[src/rtl/hpid_pkg.sv]
package hpid_pkg;

    // field widths
    localparam int HEADING_W = 17;
    localparam int ERR_W     = 16;
    localparam int INTEG_W   = 24;
    localparam int DERIV_W   = 17;
    localparam int GAIN_W    = 24;
    localparam int ILIM_W    = 23;
    localparam int CLIM_W    = 12;
    localparam int DB_W      = 15;
    localparam int BASE_W    = 11;
    localparam int SPEED_W   = 12;
    localparam int CORR_W    = 12;

    // wrap arithmetic on the raw heading difference
    localparam int WRAP_W     = HEADING_W + 2;
    localparam int WRAP_STEPS = 3;
    localparam logic signed [WRAP_W-1:0] HALF_TURN   = 19'sd18000;
    localparam logic signed [WRAP_W-1:0] FULL_TURN   = 19'sd36000;
    localparam logic signed [WRAP_W-1:0] COARSE_LIM  = 19'sd126000;
    localparam logic signed [WRAP_W-1:0] COARSE_TURN = 19'sd144000;

    // gain products are Q16
    localparam int Q16_SHIFT = 16;
    localparam int PROD_P_W  = GAIN_W + 1 + ERR_W;
    localparam int PROD_I_W  = GAIN_W + 1 + INTEG_W;
    localparam int PROD_D_W  = GAIN_W + 1 + DERIV_W;
    localparam int SUM_W     = PROD_I_W + 1;

    localparam int APB_ADDR_W = 5;
    localparam int APB_DATA_W = 32;

    typedef enum logic [2:0] {
        REG_GAIN_P           = 3'd0,
        REG_GAIN_I           = 3'd1,
        REG_GAIN_D           = 3'd2,
        REG_INTEGRAL_LIMIT   = 3'd3,
        REG_CORRECTION_LIMIT = 3'd4,
        REG_DEADBAND         = 3'd5,
        REG_BASE_SPEED       = 3'd6
    } reg_index_t;

    typedef struct packed {
        logic [DB_W-1:0]   deadband;
        logic [ILIM_W-1:0] integral_limit;
    } err_cfg_t;

    typedef struct packed {
        logic                      valid;
        logic signed [ERR_W-1:0]   err;
        logic signed [INTEG_W-1:0] integ;
        logic signed [DERIV_W-1:0] deriv;
    } err_stage_t;

endpackage

[src/rtl/hpid_error_unit.sv]
module hpid_error_unit (
    input  logic                                   aclk,
    input  logic                                   aresetn,
    input  logic                                   load,
    input  logic                                   in_valid,
    input  logic signed [hpid_pkg::HEADING_W-1:0]  desired_hdg,
    input  logic signed [hpid_pkg::HEADING_W-1:0]  gyro_hdg,
    input  logic                                   restart,
    input  hpid_pkg::err_cfg_t                     cfg,
    output hpid_pkg::err_stage_t                   stage_out
);

    logic signed [hpid_pkg::WRAP_W-1:0]  wrapped;
    logic        [hpid_pkg::WRAP_W-1:0]  magnitude;
    logic signed [hpid_pkg::ERR_W-1:0]   err_next;
    logic signed [hpid_pkg::INTEG_W-1:0] integ_base;
    logic signed [hpid_pkg::ERR_W-1:0]   prev_base;
    logic                                has_base;
    logic signed [hpid_pkg::INTEG_W:0]   integ_sum;
    logic signed [hpid_pkg::INTEG_W:0]   integ_lim;
    logic signed [hpid_pkg::INTEG_W-1:0] integ_next;
    logic signed [hpid_pkg::DERIV_W-1:0] deriv_next;

    logic signed [hpid_pkg::INTEG_W-1:0] integ_state_reg;
    logic signed [hpid_pkg::ERR_W-1:0]   prev_err_reg;
    logic                                has_prev_reg;
    logic                                valid_reg;
    logic signed [hpid_pkg::ERR_W-1:0]   err_reg;
    logic signed [hpid_pkg::INTEG_W-1:0] integ_reg;
    logic signed [hpid_pkg::DERIV_W-1:0] deriv_reg;

    always_comb begin
        wrapped = hpid_pkg::WRAP_W'(desired_hdg) - hpid_pkg::WRAP_W'(gyro_hdg);
        // far-out differences come in by four turns first; three single turns then suffice
        if (wrapped > hpid_pkg::COARSE_LIM) begin
            wrapped = wrapped - hpid_pkg::COARSE_TURN;
        end else if (wrapped < -hpid_pkg::COARSE_LIM) begin
            wrapped = wrapped + hpid_pkg::COARSE_TURN;
        end
        for (int i = 0; i < hpid_pkg::WRAP_STEPS; i++) begin
            if (wrapped > hpid_pkg::HALF_TURN) begin
                wrapped = wrapped - hpid_pkg::FULL_TURN;
            end else if (wrapped < -hpid_pkg::HALF_TURN) begin
                wrapped = wrapped + hpid_pkg::FULL_TURN;
            end
        end
        magnitude = (wrapped < 0) ? hpid_pkg::WRAP_W'(-wrapped)
                                  : hpid_pkg::WRAP_W'(wrapped);
        if (magnitude <= hpid_pkg::WRAP_W'(cfg.deadband)) begin
            err_next = '0;
        end else begin
            err_next = hpid_pkg::ERR_W'(wrapped);
        end

        integ_base = restart ? '0 : integ_state_reg;
        prev_base  = restart ? '0 : prev_err_reg;
        has_base   = restart ? 1'b0 : has_prev_reg;

        integ_sum = (hpid_pkg::INTEG_W+1)'(integ_base) + (hpid_pkg::INTEG_W+1)'(err_next);
        integ_lim = $signed({2'b00, cfg.integral_limit});
        if (integ_sum > integ_lim) begin
            integ_next = hpid_pkg::INTEG_W'(integ_lim);
        end else if (integ_sum < -integ_lim) begin
            integ_next = hpid_pkg::INTEG_W'(-integ_lim);
        end else begin
            integ_next = hpid_pkg::INTEG_W'(integ_sum);
        end

        if (has_base) begin
            deriv_next = hpid_pkg::DERIV_W'(err_next) - hpid_pkg::DERIV_W'(prev_base);
        end else begin
            deriv_next = '0;
        end
    end

    always_ff @(posedge aclk) begin
        if (!aresetn) begin
            integ_state_reg <= '0;
            prev_err_reg    <= '0;
            has_prev_reg    <= 1'b0;
            valid_reg       <= 1'b0;
        end else if (load) begin
            valid_reg <= in_valid;
            if (in_valid) begin
                integ_state_reg <= integ_next;
                prev_err_reg    <= err_next;
                has_prev_reg    <= 1'b1;
            end
        end
    end

    always_ff @(posedge aclk) begin
        if (load && in_valid) begin
            err_reg   <= err_next;
            integ_reg <= integ_next;
            deriv_reg <= deriv_next;
        end
    end

    assign stage_out.valid = valid_reg;
    assign stage_out.err   = err_reg;
    assign stage_out.integ = integ_reg;
    assign stage_out.deriv = deriv_reg;

endmodule

[src/rtl/heading_pid_differential_drive_unit.sv]
// Heading PID controller for a differential-drive base.
// Input stream (s_): one control tick per transfer, target and measured heading in
// centidegrees, restart flag on s_tuser. Result stream (m_): left and right wheel
// speeds, the clamped correction and the wrapped, deadbanded heading error.
// Gains and limits are written over the APB port; the user must write them only while
// the stream is idle, as the block itself does not enforce it. From an input transfer
// to m_tvalid a tick passes the input register, the error and integral stage, the gain
// multiplies and the sum/clamp into the output register.
// Throughput: one tick per cycle while m_tready holds; the integral and previous error
// are updated in the error stage as each tick loads, which is what sets the rate.
// Each stage only holds while the stage after it is full and stalled, so a stalled
// receiver fills the pipeline and then drops s_tready; bubbles are squeezed out.
// Reset (aresetn low, synchronous) clears the configuration registers, the integral
// sum, the previous error and the pipeline valids.
module heading_pid_differential_drive_unit (
    input  logic                            aclk,
    input  logic                            aresetn,
    // APB configuration
    input  logic                            psel,
    input  logic                            penable,
    input  logic                            pwrite,
    input  logic [hpid_pkg::APB_ADDR_W-1:0] paddr,
    input  logic [hpid_pkg::APB_DATA_W-1:0] pwdata,
    output logic [hpid_pkg::APB_DATA_W-1:0] prdata,
    output logic                            pready,
    // input stream
    input  logic                            s_tvalid,
    output logic                            s_tready,
    input  logic [39:0]                     s_tdata,  // target[16:0], measured[33:17], pad
    input  logic                            s_tuser,  // restart
    // result stream
    output logic                            m_tvalid,
    input  logic                            m_tready,
    // left[11:0], right[23:12], correction[35:24], heading error[51:36], pad
    output logic [55:0]                     m_tdata
);

    logic [hpid_pkg::GAIN_W-1:0] gain_p_reg;
    logic [hpid_pkg::GAIN_W-1:0] gain_i_reg;
    logic [hpid_pkg::GAIN_W-1:0] gain_d_reg;
    logic [hpid_pkg::ILIM_W-1:0] integral_limit_reg;
    logic [hpid_pkg::CLIM_W-1:0] correction_limit_reg;
    logic [hpid_pkg::DB_W-1:0]   deadband_reg;
    logic [hpid_pkg::BASE_W-1:0] base_speed_reg;

    hpid_pkg::reg_index_t reg_index;
    logic                 cfg_write;

    assign pready    = 1'b1;
    assign reg_index = hpid_pkg::reg_index_t'(paddr[hpid_pkg::APB_ADDR_W-1:2]);
    assign cfg_write = psel && penable && pwrite && pready;

    always_ff @(posedge aclk) begin
        if (!aresetn) begin
            gain_p_reg           <= '0;
            gain_i_reg           <= '0;
            gain_d_reg           <= '0;
            integral_limit_reg   <= '0;
            correction_limit_reg <= '0;
            deadband_reg         <= '0;
            base_speed_reg       <= '0;
        end else if (cfg_write) begin
            unique case (reg_index)
                hpid_pkg::REG_GAIN_P:           gain_p_reg <= pwdata[hpid_pkg::GAIN_W-1:0];
                hpid_pkg::REG_GAIN_I:           gain_i_reg <= pwdata[hpid_pkg::GAIN_W-1:0];
                hpid_pkg::REG_GAIN_D:           gain_d_reg <= pwdata[hpid_pkg::GAIN_W-1:0];
                hpid_pkg::REG_INTEGRAL_LIMIT:   integral_limit_reg <= pwdata[hpid_pkg::ILIM_W-1:0];
                hpid_pkg::REG_CORRECTION_LIMIT: correction_limit_reg <= pwdata[hpid_pkg::CLIM_W-1:0];
                hpid_pkg::REG_DEADBAND:         deadband_reg <= pwdata[hpid_pkg::DB_W-1:0];
                hpid_pkg::REG_BASE_SPEED:       base_speed_reg <= pwdata[hpid_pkg::BASE_W-1:0];
                default: ;
            endcase
        end
    end

    always_comb begin
        unique case (reg_index)
            hpid_pkg::REG_GAIN_P:           prdata = hpid_pkg::APB_DATA_W'(gain_p_reg);
            hpid_pkg::REG_GAIN_I:           prdata = hpid_pkg::APB_DATA_W'(gain_i_reg);
            hpid_pkg::REG_GAIN_D:           prdata = hpid_pkg::APB_DATA_W'(gain_d_reg);
            hpid_pkg::REG_INTEGRAL_LIMIT:   prdata = hpid_pkg::APB_DATA_W'(integral_limit_reg);
            hpid_pkg::REG_CORRECTION_LIMIT: prdata = hpid_pkg::APB_DATA_W'(correction_limit_reg);
            hpid_pkg::REG_DEADBAND:         prdata = hpid_pkg::APB_DATA_W'(deadband_reg);
            hpid_pkg::REG_BASE_SPEED:       prdata = hpid_pkg::APB_DATA_W'(base_speed_reg);
            default:                        prdata = '0;
        endcase
    end

    // pipeline flow control
    logic in_valid_reg;
    logic mul_valid_reg;
    logic out_valid_reg;
    logic ready_out;
    logic ready_mul;
    logic ready_err;
    logic ready_in;
    hpid_pkg::err_stage_t err_stage;

    assign ready_out = !out_valid_reg || m_tready;
    assign ready_mul = !mul_valid_reg || ready_out;
    assign ready_err = !err_stage.valid || ready_mul;
    assign ready_in  = !in_valid_reg || ready_err;
    assign s_tready  = ready_in;

    // input register
    logic signed [hpid_pkg::HEADING_W-1:0] target_reg;
    logic signed [hpid_pkg::HEADING_W-1:0] measured_reg;
    logic                                  restart_reg;

    always_ff @(posedge aclk) begin
        if (!aresetn) begin
            in_valid_reg <= 1'b0;
        end else if (ready_in) begin
            in_valid_reg <= s_tvalid;
        end
    end

    always_ff @(posedge aclk) begin
        if (ready_in && s_tvalid) begin
            target_reg   <= $signed(s_tdata[16:0]);
            measured_reg <= $signed(s_tdata[33:17]);
            restart_reg  <= s_tuser;
        end
    end

    hpid_pkg::err_cfg_t err_cfg;
    assign err_cfg.deadband       = deadband_reg;
    assign err_cfg.integral_limit = integral_limit_reg;

    hpid_error_unit u_error (
        .aclk        (aclk),
        .aresetn     (aresetn),
        .load        (ready_err),
        .in_valid    (in_valid_reg),
        .desired_hdg (target_reg),
        .gyro_hdg    (measured_reg),
        .restart     (restart_reg),
        .cfg         (err_cfg),
        .stage_out   (err_stage)
    );

    // gain multiplies
    logic signed [hpid_pkg::GAIN_W:0]     gain_p_s;
    logic signed [hpid_pkg::GAIN_W:0]     gain_i_s;
    logic signed [hpid_pkg::GAIN_W:0]     gain_d_s;
    logic signed [hpid_pkg::PROD_P_W-1:0] prod_p_next;
    logic signed [hpid_pkg::PROD_I_W-1:0] prod_i_next;
    logic signed [hpid_pkg::PROD_D_W-1:0] prod_d_next;
    logic signed [hpid_pkg::PROD_P_W-1:0] prod_p_reg;
    logic signed [hpid_pkg::PROD_I_W-1:0] prod_i_reg;
    logic signed [hpid_pkg::PROD_D_W-1:0] prod_d_reg;
    logic signed [hpid_pkg::ERR_W-1:0]    mul_err_reg;

    assign gain_p_s    = $signed({1'b0, gain_p_reg});
    assign gain_i_s    = $signed({1'b0, gain_i_reg});
    assign gain_d_s    = $signed({1'b0, gain_d_reg});
    assign prod_p_next = hpid_pkg::PROD_P_W'(gain_p_s) * hpid_pkg::PROD_P_W'(err_stage.err);
    assign prod_i_next = hpid_pkg::PROD_I_W'(gain_i_s) * hpid_pkg::PROD_I_W'(err_stage.integ);
    assign prod_d_next = hpid_pkg::PROD_D_W'(gain_d_s) * hpid_pkg::PROD_D_W'(err_stage.deriv);

    always_ff @(posedge aclk) begin
        if (!aresetn) begin
            mul_valid_reg <= 1'b0;
        end else if (ready_mul) begin
            mul_valid_reg <= err_stage.valid;
        end
    end

    always_ff @(posedge aclk) begin
        if (ready_mul && err_stage.valid) begin
            prod_p_reg  <= prod_p_next;
            prod_i_reg  <= prod_i_next;
            prod_d_reg  <= prod_d_next;
            mul_err_reg <= err_stage.err;
        end
    end

    // sum, floor, clamp and wheel speeds
    logic signed [hpid_pkg::SUM_W-1:0]   pid_sum;
    logic signed [hpid_pkg::SUM_W-1:0]   corr_raw;
    logic        [hpid_pkg::CLIM_W-1:0]  corr_lim;
    logic signed [hpid_pkg::SUM_W-1:0]   corr_lim_s;
    logic signed [hpid_pkg::CORR_W-1:0]  corr_next;
    logic        [hpid_pkg::SPEED_W-1:0] left_next;
    logic        [hpid_pkg::SPEED_W-1:0] right_next;

    always_comb begin
        pid_sum = hpid_pkg::SUM_W'(prod_p_reg) + hpid_pkg::SUM_W'(prod_i_reg)
                + hpid_pkg::SUM_W'(prod_d_reg);
        // arithmetic shift floors toward minus infinity
        corr_raw = pid_sum >>> hpid_pkg::Q16_SHIFT;
        if (hpid_pkg::CLIM_W'(base_speed_reg) < correction_limit_reg) begin
            corr_lim = hpid_pkg::CLIM_W'(base_speed_reg);
        end else begin
            corr_lim = correction_limit_reg;
        end
        corr_lim_s = $signed(hpid_pkg::SUM_W'(corr_lim));
        if (corr_raw > corr_lim_s) begin
            corr_next = hpid_pkg::CORR_W'(corr_lim_s);
        end else if (corr_raw < -corr_lim_s) begin
            corr_next = hpid_pkg::CORR_W'(-corr_lim_s);
        end else begin
            corr_next = hpid_pkg::CORR_W'(corr_raw);
        end
        left_next  = hpid_pkg::SPEED_W'(base_speed_reg) + hpid_pkg::SPEED_W'(corr_next);
        right_next = hpid_pkg::SPEED_W'(base_speed_reg) - hpid_pkg::SPEED_W'(corr_next);
    end

    logic [hpid_pkg::SPEED_W-1:0] left_reg;
    logic [hpid_pkg::SPEED_W-1:0] right_reg;
    logic [hpid_pkg::CORR_W-1:0]  corr_reg;
    logic [hpid_pkg::ERR_W-1:0]   out_err_reg;

    always_ff @(posedge aclk) begin
        if (!aresetn) begin
            out_valid_reg <= 1'b0;
        end else if (ready_out) begin
            out_valid_reg <= mul_valid_reg;
        end
    end

    always_ff @(posedge aclk) begin
        if (ready_out && mul_valid_reg) begin
            left_reg    <= left_next;
            right_reg   <= right_next;
            corr_reg    <= corr_next;
            out_err_reg <= mul_err_reg;
        end
    end

    assign m_tvalid = out_valid_reg;
    assign m_tdata  = {4'b0000, out_err_reg, corr_reg, right_reg, left_reg};

endmodule
[config.mk]
export PLATFORM = sky130hd
export DESIGN_NAME = heading_pid_differential_drive_unit
export DESIGN_NICKNAME = d
export VERILOG_FILES = /design/src/rtl/hpid_pkg.sv /design/src/rtl/hpid_error_unit.sv /design/src/rtl/heading_pid_differential_drive_unit.sv
export SDC_FILE = /design/constraint.sdc
export NUM_CORES = 2
export LEC_CHECK = 0
export BUFFER_PORTS_ARGS = -buffer_cell sky130_fd_sc_hd__buf_4
export CELL_PAD_IN_SITES_DETAIL_PLACEMENT = 1
export CELL_PAD_IN_SITES_GLOBAL_PLACEMENT = 2
export CORE_ASPECT_RATIO = 2
export CORE_MARGIN = 10
export CORE_UTILIZATION = 25
export CTS_CLUSTER_DIAMETER = 200
export CTS_CLUSTER_SIZE = 28
export DETAILED_ROUTE_END_ITERATION = 12
export GPL_TIMING_DRIVEN = 1
export PLACE_DENSITY_LB_ADDON = 0.1
export SYNTH_ARGS = -nofsm -noshare
export SYNTH_HDL_FRONTEND = slang
export SYNTH_SLANG_ARGS = --single-unit
[constraint.sdc]
create_clock -name aclk -period 16.2 [get_ports aclk]
set_clock_uncertainty 0.2 [all_clocks]
set_input_delay 3.24 -clock aclk [delete_from_list [all_inputs] [get_ports aclk]]
set_output_delay 3.24 -clock aclk [all_outputs]
set_load 0.03 [all_outputs]
==> impl_metrics.ini <==
[sta]
final.period_utilization = 1.01
relSlewSlack = 0.0949
setup_viol = 42
period_needed_ps = 16360
rsz0062_at_grt = yes
maxSlewViolCount = 0
hold_violations = 0
worst_slack_ps = -157
fmax_mhz = 61.1
tightest_slew_ps = 1350

[floorplan]
die-area_um2 = 322000
boundaryPins = 176
core_um2 = 297000
fp-row-count = 283
die_y_um = 792
initial_core_util = 0.251
die_width_um = 406

[grt]
grtUsageMet1 = 0.197
gr-total-overflow = 0
grt.busiest_layer = met2
grt_util_met3 = 0.0139
first_global_vias = 68500
grt_pass1_wl_um = 468000
grt_usage = 0.199
antenna_found_initial = 55
met2_usage = 0.407
grt_max_degree = 71

[routing]
drt_iter0_drc = 2293
antenna_left = 0
finalWirelength_um = 322000
drc_errors = 0
vias_per_cell = 4.67
vias = 59600
first_pass_iters = 5
wl_per_cell_um = 25.2

[clock_network]
clk_pin_slew_ps = 130
ctsHoldBuffers = 0
cts_buffers = 21
ctsLongestPathBuffers = 3
cts_sinks = 469
root_buffer = clkbuf_16
htreeDepth = 1
tritoncts = done
clock_latency_ps = 700

[layout]
syn_to_final_growth_pct = 17.8
fin_nets = 10700
multi_input_area_um2 = 57200
largest_register_ffs = 49
ff_latch_area_um2 = 12300
drive_gt1_frac = 0.150
fillCellCount = 34200
postLayoutCellArea_um2 = 87800

[place]
post-place-ws_ps = -2520
dp_hpwl_um = 259000
port_buffers = 146
placed_cell_area_um2 = 84500
gp_congestion = 0.849

[synth]
async_flop_share = 0
synthXorXnorAreaFrac = 0.0343
synth_top_family_by_area = adder cells
synthSimpleGateAreaFrac = 0.164
synth_adder_area_share = 0.440
synth_compound_area_frac = 0.0889
ys_seq_elements = 469
synth_ff_type = edfxtp_1
synth_edf_count = 291
synth.area.top_cells = fa_1, ha_1, edfxtp_1, inv_1, nand2_1
synth_top_area_frac = 0.314
yosysTopAreaCell = fa_1
synth_cell_types = 113
seq_area_frac_synth = 0.165
syn-mean-instance-area_um2 = 9.22
netlist_area_um2 = 74600
yosysWarnings = 0
synth_mux_area_frac = 0.0193
synth_cells = 8087

[worst_setup_path]
worst-endpoint-required_ps = 16530
cp_common_cell = buf_4
cp_slowest_cell = a2111oi_4
slowest_delay_ps = 490
startpoint_type = register
cp_data_arrival_time_ps = 16680
worst-path-max-fanout = 7
reg2reg_slack_ps = -160
end_kind = register
critPathKind = register to register

[min_path]
min_path_type = register to register

[flow_run]
drv_cap = 0

[outcome]
failed_checks = negative setup slack
status = finished, violations left
-- worst paths after layout --
path              depth (start not counted)           start                          end
hold reg to reg                           0  mul_err_reg[2]               out_err_reg[2]
hold / removal                            0  mul_err_reg[2]               out_err_reg[2]
setup reg to reg                         93   target_reg[0]  u_error.integ_state_reg[13]
setup / recovery                         93   target_reg[0]  u_error.integ_state_reg[13]
-- critical path: cells and delay by family, from the launching register on --
family | cells | cell delay (ps)
AOI/OAI and AO/OA | 39 | 7090
buffers and inverters | 30 | 3860
and+or+nand+nor | 14 | 2510
adders and majority gates | 7 | 1650
DFF | 1 | 390
xor gates and xnor gates | 2 | 290
muxes | 1 | 190
-- Yosys cell counts, types with 9 or more instances --
| cell | instances |
|---|---|
| dfxtp_1 | 178 |
| nand4_1 | 30 |
| mux4_2 | 20 |
| a31oi_1 | 22 |
| o21a_1 | 48 |
| a2bb2oi_1 | 9 |
| mux2_2 | 23 |
| mux2i_1 | 70 |
| o21ai_1 | 15 |
| a21boi_0 | 27 |
| nor2_1 | 299 |
| xor2_1 | 50 |
| clkbuf_1 | 324 |
| nand3_1 | 68 |
| ha_1 | 748 |
| o21ai_0 | 156 |
| a21oi_1 | 338 |
| o211a_1 | 12 |
| nor3b_1 | 15 |
| a21o_1 | 97 |
| buf_1 | 15 |
| nor3_1 | 78 |
| o21bai_1 | 48 |
| o22ai_1 | 13 |
| a211oi_1 | 38 |
| or4_1 | 11 |
| o31ai_1 | 26 |
| a211o_1 | 11 |
| nor2b_1 | 85 |
| nor4_1 | 9 |
| and2_1 | 532 |
| nand2b_1 | 130 |
| inv_1 | 1367 |
| o211ai_1 | 19 |
| and3_1 | 34 |
| fa_1 | 1170 |
| buf_2 | 11 |
| xnor2_2 | 12 |
| edfxtp_1 | 291 |
| buf_4 | 15 |
| xnor2_1 | 213 |
| nand2_1 | 1203 |
| or3_1 | 33 |
| or2_2 | 16 |
-- cell families (layout without fill, tap and decap cells) --
| group | count (synthesis) | after routing |
|---|---|---|
| compound gates | 999 | 999 |
| mux | 115 | 115 |
| xor+xnor | 278 | 278 |
| simple gates | 2570 | 2570 |
| flops | 469 | 469 |
| buf+inv | 1736 | 2328 |
| fa+ha+maj | 1918 | 1918 |
| other cells | 2 | 232 |
-- per-stage QoR --
step | hold WS [ps] | setup TNS, ps | instances | util
final | 235 | -3390 | 12800 | 0.296
after CTS | 238 | -10820 | 12500 | 0.292
after floorplan | 200 | 0 | 8100 | -
after detailed placement | 207 | -115040 | 12400 | 0.284
after global routing | 241 | -43840 | 12800 | 0.296
after global placement | 202 | -103600 | 12400 | 0.284
-- placed cells by master (no fill, tap or decap), types with 129 or more instances in the layout --
cell type / netlist / layout
dfxtp_1: 178 / 159
fa_1: 1170 / 1168
nor2_1: 299 / 277
edfxtp_1: 291 / 291
diode_2: 0 / 217
inv_1: 1367 / 1363
nand2_1: 1203 / 1200
and2_1: 532 / 530
buf_4: 15 / 890
nand2b_1: 130 / 129
ha_1: 748 / 741
xnor2_1: 213 / 188
a21oi_1: 338 / 306
-- area by class of cell --
| type | instances | share of cell area |
|---|---|---|
| tap | 3847 | 0.0548 |
| multi-input combinational | 5895 | 0.651 |
| clock inverter | 4 | 0.000541 |
| sequential | 469 | 0.140 |
| antenna | 217 | 0.00618 |
| clock buffer | 34 | 0.00665 |
| timing repair buffer | 920 | 0.0816 |
| inverter | 1370 | 0.0586 |
-- what timing repair did --
action	CTS	global route
gates cloned	3	0
pin swaps	115	77
setup buffers	82	24
endpoints found under the hold margin	0	0
endpoints found under the setup margin	48	48
gates resized for setup	227	82
-- per-layer routing --
layer / share of wire / vias up / routed length [um]
li1: - / 26900 / -
met1: 0.34 / 31600 / 109000
met2: 0.58 / 835 / 186000
met3: 0.023 / 319 / 7490
met4: 0.060 / 2 / 19200
met5: 0.000040 / - / 13
Power is left out: the tool's default activity adds up to more than one toggle a clock period on the data nets, which glitch-free logic cannot reach.
